<file path="src/hdl/chb_pkg.sv">
package chb_pkg;

    localparam int DEF_FRAC_BITS   = 16;
    localparam int DEF_COORD_WIDTH = 32;

    // configuration register map
    localparam int NUM_REGS          = 8;
    localparam int REG_SEL_WIDTH     = 3;
    localparam int CFG_INDEX_WIDTH   = 4;
    localparam int REG_START_X       = 0;
    localparam int REG_START_Y       = 1;
    localparam int REG_START_TAN_X   = 2;
    localparam int REG_START_TAN_Y   = 3;
    localparam int REG_END_X         = 4;
    localparam int REG_END_Y         = 5;
    localparam int REG_END_TAN_X     = 6;
    localparam int REG_END_TAN_Y     = 7;

    // basis weight layout: kind x term
    localparam int NUM_KINDS      = 3;
    localparam int NUM_TERMS      = 4;
    localparam int KIND_POS       = 0;
    localparam int KIND_VEL       = 1;
    localparam int KIND_ACCEL     = 2;
    localparam int TERM_START     = 0;
    localparam int TERM_START_TAN = 1;
    localparam int TERM_END       = 2;
    localparam int TERM_END_TAN   = 3;

    localparam int NUM_STAGES = 7;

    // per-stage load enables, one per pipeline register stage
    typedef struct packed {
        logic clamp;
        logic square;
        logic cube;
        logic basis;
        logic product;
        logic sum;
        logic result;
    } stage_en_t;

endpackage

</file>
<file path="src/hdl/chb_param.sv">
module chb_param #(
    parameter int FRAC_BITS = chb_pkg::DEF_FRAC_BITS
) (
    input  logic                  clk,
    input  chb_pkg::stage_en_t    en,
    input  logic [FRAC_BITS:0]    curve_param,
    output logic [FRAC_BITS:0]    t_out,
    output logic [FRAC_BITS:0]    t2_out,
    output logic [FRAC_BITS:0]    t3_out
);

    localparam int TW = FRAC_BITS + 1;
    localparam int PW = 2 * TW;
    localparam logic [TW-1:0] ONE  = TW'(1) << FRAC_BITS;
    localparam logic [PW-1:0] HALF = PW'(1) << (FRAC_BITS - 1);

    logic [TW-1:0] t_reg, t_next;
    logic [TW-1:0] t_d2_reg, t2_reg, t2_next;
    logic [TW-1:0] t_d3_reg, t2_d3_reg, t3_reg, t3_next;
    logic [PW-1:0] sq_full, cu_full;

    always_comb
    begin
        // t above 1.0 is clamped to 1.0
        t_next  = (curve_param > ONE) ? ONE : curve_param;
        sq_full = PW'(t_reg) * PW'(t_reg) + HALF;
        t2_next = sq_full[FRAC_BITS +: TW];
        cu_full = PW'(t2_reg) * PW'(t_d2_reg) + HALF;
        t3_next = cu_full[FRAC_BITS +: TW];
    end

    always_ff @(posedge clk)
    begin
        if (en.clamp)
        begin
            t_reg <= t_next;
        end
        if (en.square)
        begin
            t2_reg   <= t2_next;
            t_d2_reg <= t_reg;
        end
        if (en.cube)
        begin
            t3_reg    <= t3_next;
            t2_d3_reg <= t2_reg;
            t_d3_reg  <= t_d2_reg;
        end
    end

    assign t_out  = t_d3_reg;
    assign t2_out = t2_d3_reg;
    assign t3_out = t3_reg;

endmodule

</file>
<file path="config.mk">
export PLATFORM = sky130hd
export DESIGN_NAME = chb_param
export DESIGN_NICKNAME = d
export VERILOG_FILES = /design/src/hdl/chb_pkg.sv /design/src/hdl/chb_param.sv
export SDC_FILE = /design/constraint.sdc
export NUM_CORES = 1
export LEC_CHECK = 0
export ABC_AREA = 1
export BUFFER_PORTS_ARGS = -buffer_cell sky130_fd_sc_hd__buf_2
export CAP_MARGIN = 5
export CORE_MARGIN = 8
export CORE_UTILIZATION = 42
export DETAILED_ROUTE_END_ITERATION = 12
export PLACE_DENSITY_LB_ADDON = 0.2
export SYNTH_ARGS = -nofsm -noshare
export SYNTH_HDL_FRONTEND = slang
export SYNTH_SLANG_ARGS = --single-unit
</file>
<file path="constraint.sdc">
create_clock -name clk -period 9.6 [get_ports clk]
set_input_delay 1.44 -clock clk [delete_from_list [all_inputs] [get_ports clk]]
set_output_delay 1.44 -clock clk [all_outputs]
set_load 0.005 [all_outputs]
</file>
==> key figures <==
Run status
  – Status: completed

Drt
  – DRC viols: 0
  – Drt wl/cell: 15.8 um
  – DR iter-0 viols: 732
  – Iteration count of the initial detailed-routing pass: 5
  – DR vias: 16,600
  – Antenna-violating nets left: 0
  – WL final: 55,400 um
  – Via density: 4.73

Setup path
  – Reg2reg start: t2_reg[12]
  – Cell breakdown of the critical path: nand2_1 > fa_1 > inv_1 > fa_1 > fa_1 > inv_1 > fa_1 > fa_1 > fa_1 > inv_1 > ha_1 > a21oi_1 > inv_1 > nor2_1 > o21ai_0 > a21oi_1 > nand2_1 > nand2_1 > nand2_1
  – Buf/Inv on CP: 4
  – Startpoint Class: flip-flop
  – Reg-to-Reg End: t3_out[14]
  – Critical path class: flip-flop to flip-flop
  – Most frequent CP cell: fa_1
  – Reg2reg path depth: 19
  – Slowest cell on crit path: edfxtp_1
  – CP arrival: ~6300 ps
  – Max incr delay on CP: 1120 ps
  – Max FO, Critical Path: 18
  – Critical Path End Type: flip-flop
  – R2r setup slk: roughly 3400 ps
  – CP required: 9750 ps
  – Top cell family by delay on the critical path: adder cells

Floorplanning
  – Core Region: 0.0535 mm2
  – Die Y: 248 um
  – Std cell rows: between 80 and 90
  – Initial core utilization: 42.2%
  – Die width: 248 um
  – I/O pins: 76
  – Die area: approximately 0.061 mm2

GRT
  – Vias in the first global route: 18,100
  – Global-route usage over all layers: around 19%
  – First-pass GRT wire length: 93,000 um
  – Initial antenna violation count: 0
  – Grt ovf: 0
  – Largest net degree at the start of global routing: 52

Clocking
  – Clk buf depth: 2
  – Reg clk slew, reported paths: 80 ps
  – Postcts setup bufs: 0
  – Root Driver: clkbuf_16
  – Total CTS buffers: 9
  – Resize count post-CTS: 0
  – Worst-Skew Late Latency: 400 ps
  – Post-CTS Hold Buffers: 0
  – CTS tree: done
  – H-tree levels: 3
  – Sinks on Clock Net: 102

Final layout
  – Fin nets: 3,473
  – Fillers: 5,386
  – Synthesis-to-layout area growth: 5.14%
  – Layout cell share with drive strength beyond 1: 4.37%
  – Ant diodes: 0

Timing
  – Total negative slack: 0 ps
  – Final Skew: 25.6 ps
  – Achievable Freq: roughly 160 MHz
  – RSZ-0062 raised after global routing: false
  – Tcrit/Tclk final: 64.2%
  – Final hold viol count: 0
  – Worst-Margin Slew: approximately 1200 ps
  – Slew headroom: 18.1%
  – Fin crit period: slightly above 6000 ps
  – # setup viols final: 0
  – Pins over their slew limit: 0

Placement
  – Post-DP HPWL: 44,500 um
  – Final RePlAce weighted congestion: 0.899
  – # port buffers: 71

Hold path
  – Hold Path End: t_d2_reg[6]
  – Hold Crit Class: flip-flop to flip-flop
  – Hold Startpoint: t_reg[6]
  – Hold Path Stages: 0

Synthesis
  – Asr flop ratio synth: 0%
  – Dominant synthesized flop cell: edfxtp_1
  – Cells after Synth: 2,822
  – Syn_area_per_cell: around 8.0 um2
  – Yosys warns: 0
  – Synthesized area: 0.0226 mm2
  – Mapped Nets: roughly 3,500
  – Number of enable flip-flop cells after synthesis: 102
  – Seq cells post-synth: 102
  – Post-synthesis sequential area ratio: 13.6%
  – Post-synthesis cell type count: 38

Run
  – Max Cap Violations: 0
## area by class of cell
| type | instances | area, um2 | area share (%) |
|---|---|---|---|
| Tap cell | 696 | 871 | 3.67 |
| Sequential cell | 102 | 3060 | 12.9 |
| Clock buffer | 10 | 229 | 0.965 |
| Timing Repair Buffer | 79 | 415 | 1.75 |
| Clock inverter | 6 | 62.6 | 0.264 |
| Multi-Input combinational cell | 1714 | 15700 | 66.2 |
| Inverter | 902 | 3390 | 14.3 |
## layout by cell type (no fill, tap or decap), drive strengths merged
cell type / n
fa: 416
a31oi: 1
a21o: 2
buf: 79
xor2: 12
o21ai: 30
inv: 906
nand2: 754
nor4: 3
edfxtp: 102
nand3b: 2
nor3: 10
a21oi: 61
clkbuf: 10
o21bai: 8
and3: 3
a21boi: 1
clkinv: 2
ha: 224
nand4: 15
or2: 3
nor2: 109
nand3: 50
xnor2: 10
## metal layers
layer  vias up  global-route usage (%)  routed length, um
met4         0                    3.95                975
met2       381                    32.9              26000
li1       8006                       -                  -
met1      8161                    25.8              25700
met5         -                       0                  0
met3        58                    2.74               2800
## worst max path at each step
stage | end | depth (start not counted) | start
floorplan | t2_reg[16] | 25 | t_reg[9]
global placement | t3_out[15] | 20 | t2_reg[10]
detailed placement | t3_out[14] | 17 | t2_reg[10]
CTS | t3_out[14] | 17 | t2_reg[10]
global route | t3_out[15] | 20 | t2_reg[10]
finish | t3_out[14] | 19 | t2_reg[12]
## kinds of logic after synthesis
| kind of cell | synth area share [%] |
|---|---|
| adder cells (fa/ha/maj) | 49.3 |
| flip-flops | 13.6 |
| buffers and inverters | 16.9 |
| XOR/XNOR | 0.854 |
| AO/OA/AOI/OAI | 2.47 |
| AND/OR/NAND/NOR | 16.9 |
## Yosys cell counts, types with 2 or more instances
cell	n	area share (%)
clkbuf_1	94	1.6
nand3_1	48	1.1
nand2_1	742	12
nor2_4	4	0.20
or2_2	3	0.083
buf_2	3	0.067
a21oi_1	60	1.3
o21ai_1	2	0.044
o21ai_0	27	0.60
buf_1	2	0.033
nor3_2	2	0.089
nand2_2	11	0.31
a21o_1	2	0.067
edfxtp_1	102	14
xnor2_1	10	0.39
nor2_1	104	1.7
and3_1	3	0.083
nand3b_1	2	0.067
inv_1	901	15
nor4_1	2	0.055
nand4_1	15	0.42
ha_1	224	12
o21bai_1	8	0.27
xor2_1	12	0.47
buf_6	2	0.10
nor3_1	8	0.18
buf_4	2	0.067
nand3_2	2	0.089
fa_1	416	37
## worst reg2reg max path: stages (launching register included)
cell	delay, ps
edfxtp_1	1120
nand2_1	200
fa_1	580
inv_1	50
fa_1	420
fa_1	500
inv_1	60
fa_1	560
fa_1	450
fa_1	520
inv_1	50
ha_1	390
a21oi_1	250
inv_1	60
nor2_1	110
o21ai_0	160
a21oi_1	260
nand2_1	80
nand2_1	60
nand2_1	40
## per-stage QoR
stage | util [%] | cells | setup slack (ps) | cell area [um2] | hold slack, ps
global route | 44.3 | 3509 | 3130 | 23700 | 735
CTS | 44.3 | 3509 | 3440 | 23700 | 716
finish | 44.3 | 3509 | 3440 | 23700 | 728
floorplan | - | 2822 | 4170 | 22600 | 421
detailed placement | 43.8 | 3493 | 3460 | 23400 | 694
global placement | 43.8 | 3493 | 3520 | 23400 | 691
Power is left out: the tool's default activity adds up to more than one toggle a clock period on the data nets, which glitch-free logic cannot reach.
