### config.mk
export PLATFORM = sky130hd
export DESIGN_NAME = chb_basis
export DESIGN_NICKNAME = d
export VERILOG_FILES = /design/src/hdl/chb_pkg.sv /design/src/hdl/chb_basis.sv
export SDC_FILE = /design/constraint.sdc
export NUM_CORES = 1
export LEC_CHECK = 0
export BUFFER_PORTS_ARGS = -buffer_cell sky130_fd_sc_hd__buf_4
export CAP_MARGIN = 20
export CORE_MARGIN = 2
export CORE_UTILIZATION = 44
export DETAILED_ROUTE_END_ITERATION = 6
export GPL_TIMING_DRIVEN = 0
export PLACE_DENSITY = 0.7
export SLEW_MARGIN = 20
export SYNTH_ARGS = -nofsm -noshare
export SYNTH_HDL_FRONTEND = slang
export SYNTH_SLANG_ARGS = --single-unit
### constraint.sdc
create_clock -name clk -period 13 [get_ports clk]
set_input_delay 2.6 -clock clk [delete_from_list [all_inputs] [get_ports clk]]
set_output_delay 2.6 -clock clk [all_outputs]
set_load 0.05 [all_outputs]
### src/hdl/chb_pkg.sv
package chb_pkg;

    localparam int DEF_FRAC_BITS   = 16;
    localparam int DEF_COORD_WIDTH = 32;

    // configuration register map
    localparam int NUM_REGS          = 8;
    localparam int REG_SEL_WIDTH     = 3;
    localparam int CFG_INDEX_WIDTH   = 4;
    localparam int REG_START_X       = 0;
    localparam int REG_START_Y       = 1;
    localparam int REG_START_TAN_X   = 2;
    localparam int REG_START_TAN_Y   = 3;
    localparam int REG_END_X         = 4;
    localparam int REG_END_Y         = 5;
    localparam int REG_END_TAN_X     = 6;
    localparam int REG_END_TAN_Y     = 7;

    // basis weight layout: kind x term
    localparam int NUM_KINDS      = 3;
    localparam int NUM_TERMS      = 4;
    localparam int KIND_POS       = 0;
    localparam int KIND_VEL       = 1;
    localparam int KIND_ACCEL     = 2;
    localparam int TERM_START     = 0;
    localparam int TERM_START_TAN = 1;
    localparam int TERM_END       = 2;
    localparam int TERM_END_TAN   = 3;

    localparam int NUM_STAGES = 7;

    // per-stage load enables, one per pipeline register stage
    typedef struct packed {
        logic clamp;
        logic square;
        logic cube;
        logic basis;
        logic product;
        logic sum;
        logic result;
    } stage_en_t;

endpackage

### src/hdl/chb_basis.sv
module chb_basis #(
    parameter int FRAC_BITS = chb_pkg::DEF_FRAC_BITS
) (
    input  logic                      clk,
    input  chb_pkg::stage_en_t        en,
    input  logic [FRAC_BITS:0]        t_in,
    input  logic [FRAC_BITS:0]        t2_in,
    input  logic [FRAC_BITS:0]        t3_in,
    output logic signed [FRAC_BITS+4:0] weight [chb_pkg::NUM_KINDS][chb_pkg::NUM_TERMS]
);

    localparam int WW = FRAC_BITS + 5;
    localparam logic signed [WW-1:0] K2   = WW'(2);
    localparam logic signed [WW-1:0] K3   = WW'(3);
    localparam logic signed [WW-1:0] K4   = WW'(4);
    localparam logic signed [WW-1:0] K6   = WW'(6);
    localparam logic signed [WW-1:0] K12  = WW'(12);
    localparam logic signed [WW-1:0] ONE  = WW'(1) <<< FRAC_BITS;

    logic signed [WW-1:0] ts, t2s, t3s;
    logic signed [WW-1:0] weight_next [chb_pkg::NUM_KINDS][chb_pkg::NUM_TERMS];
    logic signed [WW-1:0] weight_reg  [chb_pkg::NUM_KINDS][chb_pkg::NUM_TERMS];

    always_comb
    begin
        ts  = WW'(t_in);
        t2s = WW'(t2_in);
        t3s = WW'(t3_in);

        weight_next[chb_pkg::KIND_POS][chb_pkg::TERM_START]     = K2 * t3s - K3 * t2s + ONE;
        weight_next[chb_pkg::KIND_POS][chb_pkg::TERM_START_TAN] = t3s - K2 * t2s + ts;
        weight_next[chb_pkg::KIND_POS][chb_pkg::TERM_END]       = K3 * t2s - K2 * t3s;
        weight_next[chb_pkg::KIND_POS][chb_pkg::TERM_END_TAN]   = t3s - t2s;

        weight_next[chb_pkg::KIND_VEL][chb_pkg::TERM_START]     = K6 * t2s - K6 * ts;
        weight_next[chb_pkg::KIND_VEL][chb_pkg::TERM_START_TAN] = K3 * t2s - K4 * ts + ONE;
        weight_next[chb_pkg::KIND_VEL][chb_pkg::TERM_END]       = K6 * ts - K6 * t2s;
        weight_next[chb_pkg::KIND_VEL][chb_pkg::TERM_END_TAN]   = K3 * t2s - K2 * ts;

        weight_next[chb_pkg::KIND_ACCEL][chb_pkg::TERM_START]     = K12 * ts - K6 * ONE;
        weight_next[chb_pkg::KIND_ACCEL][chb_pkg::TERM_START_TAN] = K6 * ts - K4 * ONE;
        weight_next[chb_pkg::KIND_ACCEL][chb_pkg::TERM_END]       = K6 * ONE - K12 * ts;
        weight_next[chb_pkg::KIND_ACCEL][chb_pkg::TERM_END_TAN]   = K6 * ts - K2 * ONE;
    end

    always_ff @(posedge clk)
    begin
        if (en.basis)
        begin
            weight_reg <= weight_next;
        end
    end

    assign weight = weight_reg;

endmodule

==> results.py, run 1 <==
metrics = {
    "status": {
        "outcome": "complete, no violations",
    },
    "clocking": {
        "htreeDepth": 1,
        "cts_sinks": 203,
        "hold_buffers": 0,
        "post_cts_buffers": 0,
        "cts_resized": 0,
        "cts_buffer_depth": 3,
        "clkTransAtPathRegs_ps": 60,
        "cts_root_buffer": "clkbuf_16",
        "cts_made_buffers": 24,
        "cts_tree": "done",
    },
    "drt": {
        "wl_um": 41210,
        "ant_nets": 0,
        "first_pass_iters": 6,
        "num_vias": 12500,
        "via_per_inst": 5.295,
        "routedWlPerCell_um": 17.46,
        "first_iter_violations": 846,
        "drcViolationCount": 0,
    },
    "timing": {
        "report.final.setup_viol": 0,
        "fmax_ghz": 0.1381,
        "min_period_over_period_pct": 55.70,
        "hold_ws_ps": 2322,
        "relSlewSlack_pct": 33.51,
        "fin_setup_tns_ps": 0,
        "tightest_slew_ps": 990.3,
        "drv_slew": 0,
        "rsz0062_at_grt": "no",
        "hold_viol_final": 0,
        "period_minus_slack_ps": 7241,
        "setup_ws_ps": 5759,
    },
    "pwr": {
        "comb_power_share_pct": 56.6,
        "power_density_mw_per_mm2": 204.4,
        "p_sw_share_pct": 46.15,
        "p_leak_nw": 8.897,
        "seqPwrFrac_pct": 26.9,
        "peakVddDrop_mv": 0.1424,
        "internal-power_mw": 2.140,
        "clockPowerShare_pct": 16.5,
        "switchingPower_mw": 1.833,
    },
    "grt": {
        "grtUsageTotal_pct": 21.11,
        "overflow": 0,
        "grt_pass1_vias": 12240,
        "grt_max_degree": 104,
        "grt_pass1_wl_um": 63160,
        "antenna_found_initial": 1,
    },
    "setup_path": {
        "end_kind": "flop",
        "slowest_stage": "xnor2_1",
        "cp_num_cells": 19,
        "critPathKind": "in -> reg",
        "path_max_fanout": 10,
        "path_cells": "buf_4 -> ha_1 -> fa_1 -> a21o_1 -> a221oi_2 -> o211a_1 -> o2111ai_1 -> a21oi_1 -> inv_1 -> a21oi_1 -> o21bai_1 -> xnor2_1 -> inv_1 -> ha_1 -> clkbuf_1 -> nand3_1 -> nor3_1 -> a221oi_1 -> xnor2_1",
        "start_kind": "input pin",
        "critical_path.top_delay_family": "compound AO/OA/AOI/OAI gates",
        "worstPathRequired_ps": 13280,
        "slowest_delay_ps": 780,
        "worstPathArrival_ps": 7520,
        "path_buf_inv": 4,
    },
    "floorplanning": {
        "fp-row-count": 69,
        "die_w_um": 193.4,
        "initial_core_util_pct": 44.48,
        "pin_count": 311,
        "dieArea_mm2": 0.03740,
        "die_h_um": 193.4,
        "core_mm2": 0.03548,
    },
    "layout": {
        "final_util_pct": 54.79,
        "syn_to_final_growth_pct": 23.18,
        "largest_reg_flops": 203,
        "drive_gt1_share_pct": 22.02,
        "nNetsFinal": 2172,
        "final_cells": 2360,
    },
    "yosys": {
        "yosys-top-cells-area": "edfxtp_1 (39%), ha_1 (18%), xnor2_1 (7.2%), inv_1 (3.7%), a21oi_1 (3.5%)",
        "seq_area_frac_synth_pct": 38.63,
        "netlist_top_cells_count": "ha_1 (221), edfxtp_1 (203), inv_1 (156)",
        "syn-cell-area_mm2": 0.01578,
        "netlist_instances": 1550,
        "synth_top_area_share_pct": 38.63,
        "yosysMostFrequentCell": "ha_1",
        "synth-seq-cells": 203,
        "synth_area_per_cell_um2": 10.18,
        "synth_flop_cell": "edfxtp_1",
        "ys_warn_count": 0,
        "ys_types": 82,
        "async_flop_share_pct": 0,
        "synth_area_leader_cell": "edfxtp_1",
        "synth_edf_count": 203,
    },
    "placement": {
        "numPortBuffers": 296,
        "place_ws_ps": 5301,
        "post-place-cells": 2316,
        "gp_congestion": 0.8600,
        "dp_hpwl_um": 33050,
    },
    "min_path": {
        "hold_path_depth": 1,
        "hold_start": "en[3]",
        "hold_end": "weight[165]",
        "hold_path.class": "in -> reg",
    },
    "run": {
        "max-cap-violations": 0,
    },
}
-- worst max path at each step --
stage | endpoint | start | slack [ps]
final | weight[124] | t_in[0] | 5760
after global placement | weight[166] | t_in[0] | 5280
after CTS | weight[124] | t_in[0] | 5850
after detailed placement | weight[124] | t_in[0] | 5300
after floorplan | weight[166] | t_in[0] | 6340
after global routing | weight[124] | t_in[0] | 5500
-- per-layer routing --
layer	GRT usage, %	vias up	routed length, µm
li1	-	6174	-
met1	27.17	5879	18320
met2	35.58	371	18990
met3	4.062	72	2581
met4	7.209	0	1321
met5	0	-	0
-- stage by stage --
step	cell area (µm²)	power [mW]
2_1_floorplan	15810	2.706
3_3_place_gp	18610	3.288
3_5_place_dp	18670	3.319
4_1_cts	19430	3.998
5_1_grt	19440	4.182
6_report	19440	3.973
-- cell families (layout without fill, tap and decap cells) --
logic type / Yosys count / count (layout) / share of synthesized area (%)
AND/OR/NAND/NOR: 346 / 346 / 10.49
multiplexers: 1 / 1 / 0.06343
adder cells (fa/ha/maj): 234 / 234 / 19.05
AO/OA/AOI/OAI: 373 / 373 / 15.81
XOR/XNOR: 170 / 170 / 9.482
flip-flops: 203 / 203 / 38.63
other: 1 / 9 / 0.02376
buffers and inverters: 222 / 563 / 6.454
-- final cells by class --
cell class | count | area (µm²)
tap | 461 | 576.8
buffer | 62 | 417.9
clock inverter | 15 | 125.1
antenna | 1 | 2.502
clock buffer | 28 | 636.9
fill | 3122 | 16040
inverter | 160 | 600.6
sequential | 203 | 6096
multi-input combinational | 1132 | 8700
timing repair buffer | 298 | 2285
-- power by group through the flow --
stage	sequential (mW)	clock (mW)	combinational (mW)
detailed placement	1.08	0	2.24
floorplan	1.74	0	0.962
CTS	1.07	0.674	2.25
global placement	1.08	0	2.21
finish	1.07	0.655	2.25
global route	1.09	0.693	2.40
-- placed cells by master, fill, tap and decap left out, drive strengths merged, types with 12 or more instances in the layout --
cell type,n
buf,349
ha,221
edfxtp,203
inv,160
xnor2,130
nor2,116
a21oi,111
nand2,72
o21ai,67
a21o,49
nor3,42
xor2,40
clkbuf,39
nand3,28
nor2b,25
a21boi,21
o21a,17
o21bai,15
a211oi,12
Note: power is estimated with default switching activity, not from simulation.
==> run 2, diff against run 1 <==
--- a/config.mk
+++ b/config.mk
@@ -11,7 +11,7 @@
 export CORE_UTILIZATION = 44
 export DETAILED_ROUTE_END_ITERATION = 6
 export GPL_TIMING_DRIVEN = 0
-export PLACE_DENSITY = 0.7
+export PLACE_DENSITY = 0.73
 export SLEW_MARGIN = 20
 export SYNTH_ARGS = -nofsm -noshare
 export SYNTH_HDL_FRONTEND = slang
==> constraint.sdc (replaced) <==
create_clock -name clk -period 6.5 [get_ports clk]
set_input_delay 1.3 -clock clk [delete_from_list [all_inputs] [get_ports clk]]
set_output_delay 1.3 -clock clk [all_outputs]
set_load 0.05 [all_outputs]
==> results.py, run 2 (synthesis results as in run 1) <==
metrics = {
    "floorplanning": {
        "core_mm2": 0.03548,
        "fp-row-count": 69,
        "die_h_um": 193.4,
        "pin_count": 311,
        "die_w_um": 193.4,
        "dieArea_mm2": 0.03740,
        "initial_core_util_pct": 44.48,
    },
    "drt": {
        "wl_um": 41720,
        "num_vias": 12500,
        "first_iter_violations": 706,
        "routedWlPerCell_um": 17.69,
        "ant_nets": 0,
        "via_per_inst": 5.299,
        "drcViolationCount": 0,
        "first_pass_iters": 5,
    },
    "layout": {
        "multi_input_area_mm2": 0.008693,
        "nNetsFinal": 2171,
        "ff_latch_area_mm2": 0.006096,
        "drive_gt1_share_pct": 22.03,
        "syn_to_final_growth_pct": 23.29,
        "largest_reg_flops": 203,
        "layout_commonest_cell": "buf_4",
        "fill_cells": 3085,
        "layout_common_cells": "buf_4 (344), ha_1 (221), edfxtp_1 (203)",
    },
    "grt": {
        "globalRoute.busiestLayer": "met2",
        "grt_use_met3_pct": 3.626,
        "overflow": 0,
        "grtUsageTotal_pct": 21.77,
        "grt_pass1_vias": 12560,
        "grt_pass1_wl_um": 64850,
        "grt_max_degree": 73,
        "met1_usage_pct": 28.15,
        "grtUsageMet2_pct": 37.13,
        "antenna_found_initial": 1,
    },
    "clocking": {
        "htreeDepth": 1,
        "cts_root_buffer": "clkbuf_16",
        "cts_buffer_depth": 3,
        "cts_tree": "done",
        "cts_resized": 0,
        "cts_made_buffers": 23,
        "clkTransAtPathRegs_ps": 70,
        "post_cts_buffers": 0,
        "hold_buffers": 0,
        "cts_sinks": 203,
    },
    "run": {
        "max-cap-violations": 0,
    },
    "timing": {
        "drv_slew": 0,
        "tightest_slew_ps": 1198,
        "report.final.setup_viol": 0,
        "fin_setup_tns_ps": 0,
        "period_minus_slack_ps": 6039,
        "relSlewSlack_pct": 19.42,
        "rsz0062_at_grt": "no",
        "fmax_ghz": 0.1656,
        "hold_viol_final": 0,
        "min_period_over_period_pct": 92.91,
    },
    "pwr": {
        "switchingPower_mw": 3.700,
        "p_leak_nw": 8.908,
        "clockPowerShare_pct": 17.0,
        "comb_power_share_pct": 56.3,
        "peakVddDrop_mv": 0.3319,
        "internal-power_mw": 4.313,
        "p_sw_share_pct": 46.17,
        "total_power_mw": 8.013,
        "seqPwrFrac_pct": 26.8,
        "power_density_mw_per_mm2": 411.8,
    },
    "placement": {
        "dp_hpwl_um": 33520,
        "gp_congestion": 0.8761,
        "numPortBuffers": 296,
    },
    "setup_path": {
        "path_max_fanout": 6,
        "critPathKind": "in -> reg",
        "worstPathRequired_ps": 6800,
        "start_kind": "input pin",
        "end_kind": "flop",
        "worstPathArrival_ps": 6330,
    },
    "status": {
        "outcome": "complete, no violations",
    },
    "min_path": {
        "hold_path.class": "in -> reg",
    },
}
## run 2: cell types whose count changed in the layout (fill, tap and decap cells not counted), sizes merged
cell | before | now
bufinv | 2 | 4
clkinvlp | 2 | 1
inv | 160 | 162
clkinv | 11 | 12
clkbuf | 39 | 34
## run 2: worst paths after layout
kind	from	to	slack, ps	depth (start not counted)
min	t2_in[0]	weight[231]	1030	1
max	t2_in[1]	weight[145]	460	19
## run 2: area by class of cell
type / count / area share [%]
inverter: 160 / 3.087
clock inverter: 19 / 1.080
multi-input combinational: 1132 / 44.68
tap: 461 / 2.964
sequential: 203 / 31.33
clock buffer: 23 / 2.958
buffer: 62 / 2.148
antenna: 1 / 0.01286
timing repair buffer: 298 / 11.74
## run 2: per-stage QoR
step	setup WS [ps]	hold WS, ps	util [%]	instances	area [µm²]
3_3_place_gp	120.5	1564	52.44	2314	18610
4_1_cts	575.5	1000	54.83	2358	19450
6_report	460.6	1027	54.84	2359	19460
2_1_floorplan	1135	1399	-	1557	15810
3_5_place_dp	22.72	1559	52.61	2316	18670
5_1_grt	256.3	1010	54.84	2359	19460
## run 2: power by group through the flow
stage,sequential [mW],clock (mW),combinational (mW)
final,2.14,1.36,4.51
after global routing,2.19,1.45,4.82
after CTS,2.15,1.39,4.51
after detailed placement,2.17,0,4.48
after global placement,2.17,0,4.42
after floorplan,3.49,0,1.92
## run 2: per-layer routing
| metal | routed length (µm) | up-vias |
|---|---|---|
| met5 | 0 | - |
| met4 | 1136 | 0 |
| met3 | 2623 | 57 |
| met2 | 19510 | 359 |
| met1 | 18450 | 5916 |
| li1 | - | 6168 |
## run 2: critical path, stage by stage
cell	delay (ps)
buf_4	150
ha_1	290
a21o_1	210
a41oi_1	300
a21oi_1	190
or3_1	440
nand3_1	300
a21oi_1	130
or2_1	230
a21o_1	200
xnor2_1	690
inv_1	180
ha_1	330
inv_1	40
ha_1	240
o41ai_1	650
o21ai_0	180
a21oi_1	200
xnor2_1	70
==> run 3, diff against run 2 <==
--- a/config.mk
+++ b/config.mk
@@ -11,7 +11,7 @@
 export CORE_UTILIZATION = 44
 export DETAILED_ROUTE_END_ITERATION = 6
 export GPL_TIMING_DRIVEN = 0
-export PLACE_DENSITY = 0.73
+export PLACE_DENSITY = 0.7
 export SLEW_MARGIN = 20
 export SYNTH_ARGS = -nofsm -noshare
 export SYNTH_HDL_FRONTEND = slang
==> constraint.sdc (replaced) <==
create_clock -name clk -period 5.78 [get_ports clk]
set_input_delay 1.156 -clock clk [delete_from_list [all_inputs] [get_ports clk]]
set_output_delay 1.156 -clock clk [all_outputs]
set_load 0.05 [all_outputs]
==> results.py, run 3 (synthesis results as in run 1) <==
metrics = {
    "status": {
        "outcome": "complete, no violations",
    },
    "drt": {
        "drcViolationCount": 0,
        "routedWlPerCell_um": 17.49,
        "ant_nets": 0,
        "first_iter_violations": 834,
        "via_per_inst": 5.298,
        "first_pass_iters": 6,
        "wl_um": 41280,
        "num_vias": 12500,
    },
    "setup_path": {
        "worstPathRequired_ps": 6060,
        "slowest_delay_ps": 520,
        "path_cells": "buf_4 -> ha_1 -> fa_1 -> a21oi_1 -> o221ai_1 -> a21oi_1 -> a21oi_1 -> xnor2_1 -> inv_1 -> ha_1 -> ha_1 -> and2_1 -> o21ai_0 -> o31ai_1 -> o41ai_1 -> o21ai_0 -> a21oi_1 -> xnor2_1",
        "worstPathArrival_ps": 5820,
        "path_max_fanout": 7,
        "end_kind": "flop",
        "start_kind": "input pin",
        "critPathKind": "in -> reg",
        "cp_common_cell": "a21oi_1",
        "slowest_stage": "o41ai_1",
    },
    "clocking": {
        "cts_root_buffer": "clkbuf_16",
        "hold_buffers": 0,
        "cts_sinks": 203,
        "htreeDepth": 1,
        "cts_buffer_depth": 3,
        "cts_made_buffers": 24,
        "cts_tree": "done",
        "clkTransAtPathRegs_ps": 60,
    },
    "layout": {
        "largest_reg_flops": 203,
        "syn_to_final_growth_pct": 23.28,
        "fin_area_mm2": 0.01945,
        "layout_commonest_cell": "buf_4",
        "nNetsFinal": 2172,
        "fill_cells": 3118,
        "layout_common_cells": "buf_4 (344), ha_1 (221), edfxtp_1 (203)",
        "drive_gt1_share_pct": 22.13,
    },
    "grt": {
        "antenna_found_initial": 1,
        "grt_pass1_wl_um": 63160,
        "overflow": 0,
        "grt_pass1_vias": 12240,
        "grtUsageTotal_pct": 21.11,
        "grt_max_degree": 104,
    },
    "pwr": {
        "p_sw_share_pct": 46.14,
        "comb_power_share_pct": 56.6,
        "p_leak_nw": 8.908,
        "seqPwrFrac_pct": 26.9,
        "total_power_mw": 8.937,
        "peakVddDrop_mv": 0.3201,
        "clockPowerShare_pct": 16.5,
        "switchingPower_mw": 4.124,
        "power_density_mw_per_mm2": 459.4,
        "internal-power_mw": 4.814,
    },
    "timing": {
        "report.final.setup_viol": 0,
        "period_minus_slack_ps": 5533,
        "setup_ws_ps": 246.7,
        "fmax_ghz": 0.1807,
        "relSlewSlack_pct": 34.14,
        "hold_viol_final": 0,
        "drv_slew": 0,
        "hold_ws_ps": 877.9,
        "rsz0062_at_grt": "no",
        "fin_setup_tns_ps": 0,
        "min_period_over_period_pct": 95.73,
        "tightest_slew_ps": 972.5,
    },
    "floorplanning": {
        "die_h_um": 193.4,
        "dieArea_mm2": 0.03740,
        "core_mm2": 0.03548,
        "die_w_um": 193.4,
        "fp-row-count": 69,
        "initial_core_util_pct": 44.48,
        "pin_count": 311,
    },
    "placement": {
        "place_ws_ps": -475.1,
        "placed_area_mm2": 0.01867,
        "numPortBuffers": 296,
        "dp_hpwl_um": 33050,
        "gp_congestion": 0.8600,
    },
    "min_path": {
        "hold_path.class": "in -> reg",
    },
    "run": {
        "max-cap-violations": 0,
    },
}
==> run 3: final cells by class <==
cell class	instances	area [µm²]	share of cell area (%)
multi-input cells	1132	8715	44.79
clock inverters	15	125.1	0.6431
clock buffers	28	636.9	3.274
flip-flops and latches	203	6096	31.33
well taps	461	576.8	2.965
plain buffers	62	417.9	2.148
inverters	160	600.6	3.087
repair buffers	298	2285	11.74
diodes	1	2.502	0.01286
==> run 3: repair_timing <==
item | in CTS | in global routing
endpoints found under the setup margin | 0 | 3
buffers inserted | 0 | 0
resized for setup | 0 | 2
==> run 3: final timing paths <==
path	start	endpoint	slack, ps	cells past startpoint
setup / recovery	t2_in[0]	weight[145]	250	18
hold / removal	en[3]	weight[165]	880	1
==> run 3: stage by stage <==
step           instances  utilization [%]
5_1_grt             2360            54.83
2_1_floorplan       1557                -
4_1_cts             2359            54.76
6_report            2360            54.83
3_3_place_gp        2314            52.44
3_5_place_dp        2316            52.61
==> run 3: worst max-delay path, delay by kind of cell <==
kind | cells | cell delay, ps
AOI/OAI and AO/OA | 9 | 2100
adders and majority gates | 4 | 1380
xor gates and xnor gates | 2 | 510
buffers and inverters | 2 | 480
and+or+nand+nor | 1 | 180
==> run 3: layer usage <==
layer | GRT usage, % | part of all wire [%] | wire length (µm)
met5 | 0 | 0 | 0
met3 | 4.062 | 6.6 | 2736
met1 | 27.17 | 44 | 18190
met4 | 7.209 | 3.2 | 1314
met2 | 35.58 | 46 | 19040
==> run 3: power groups by stage <==
stage,clock [mW],combinational (mW),sequential [mW]
3_5_place_dp,0,5.03,2.43
5_1_grt,1.56,5.40,2.45
4_1_cts,1.52,5.06,2.41
6_report,1.47,5.06,2.40
3_3_place_gp,0,4.96,2.43
2_1_floorplan,0,2.16,3.92
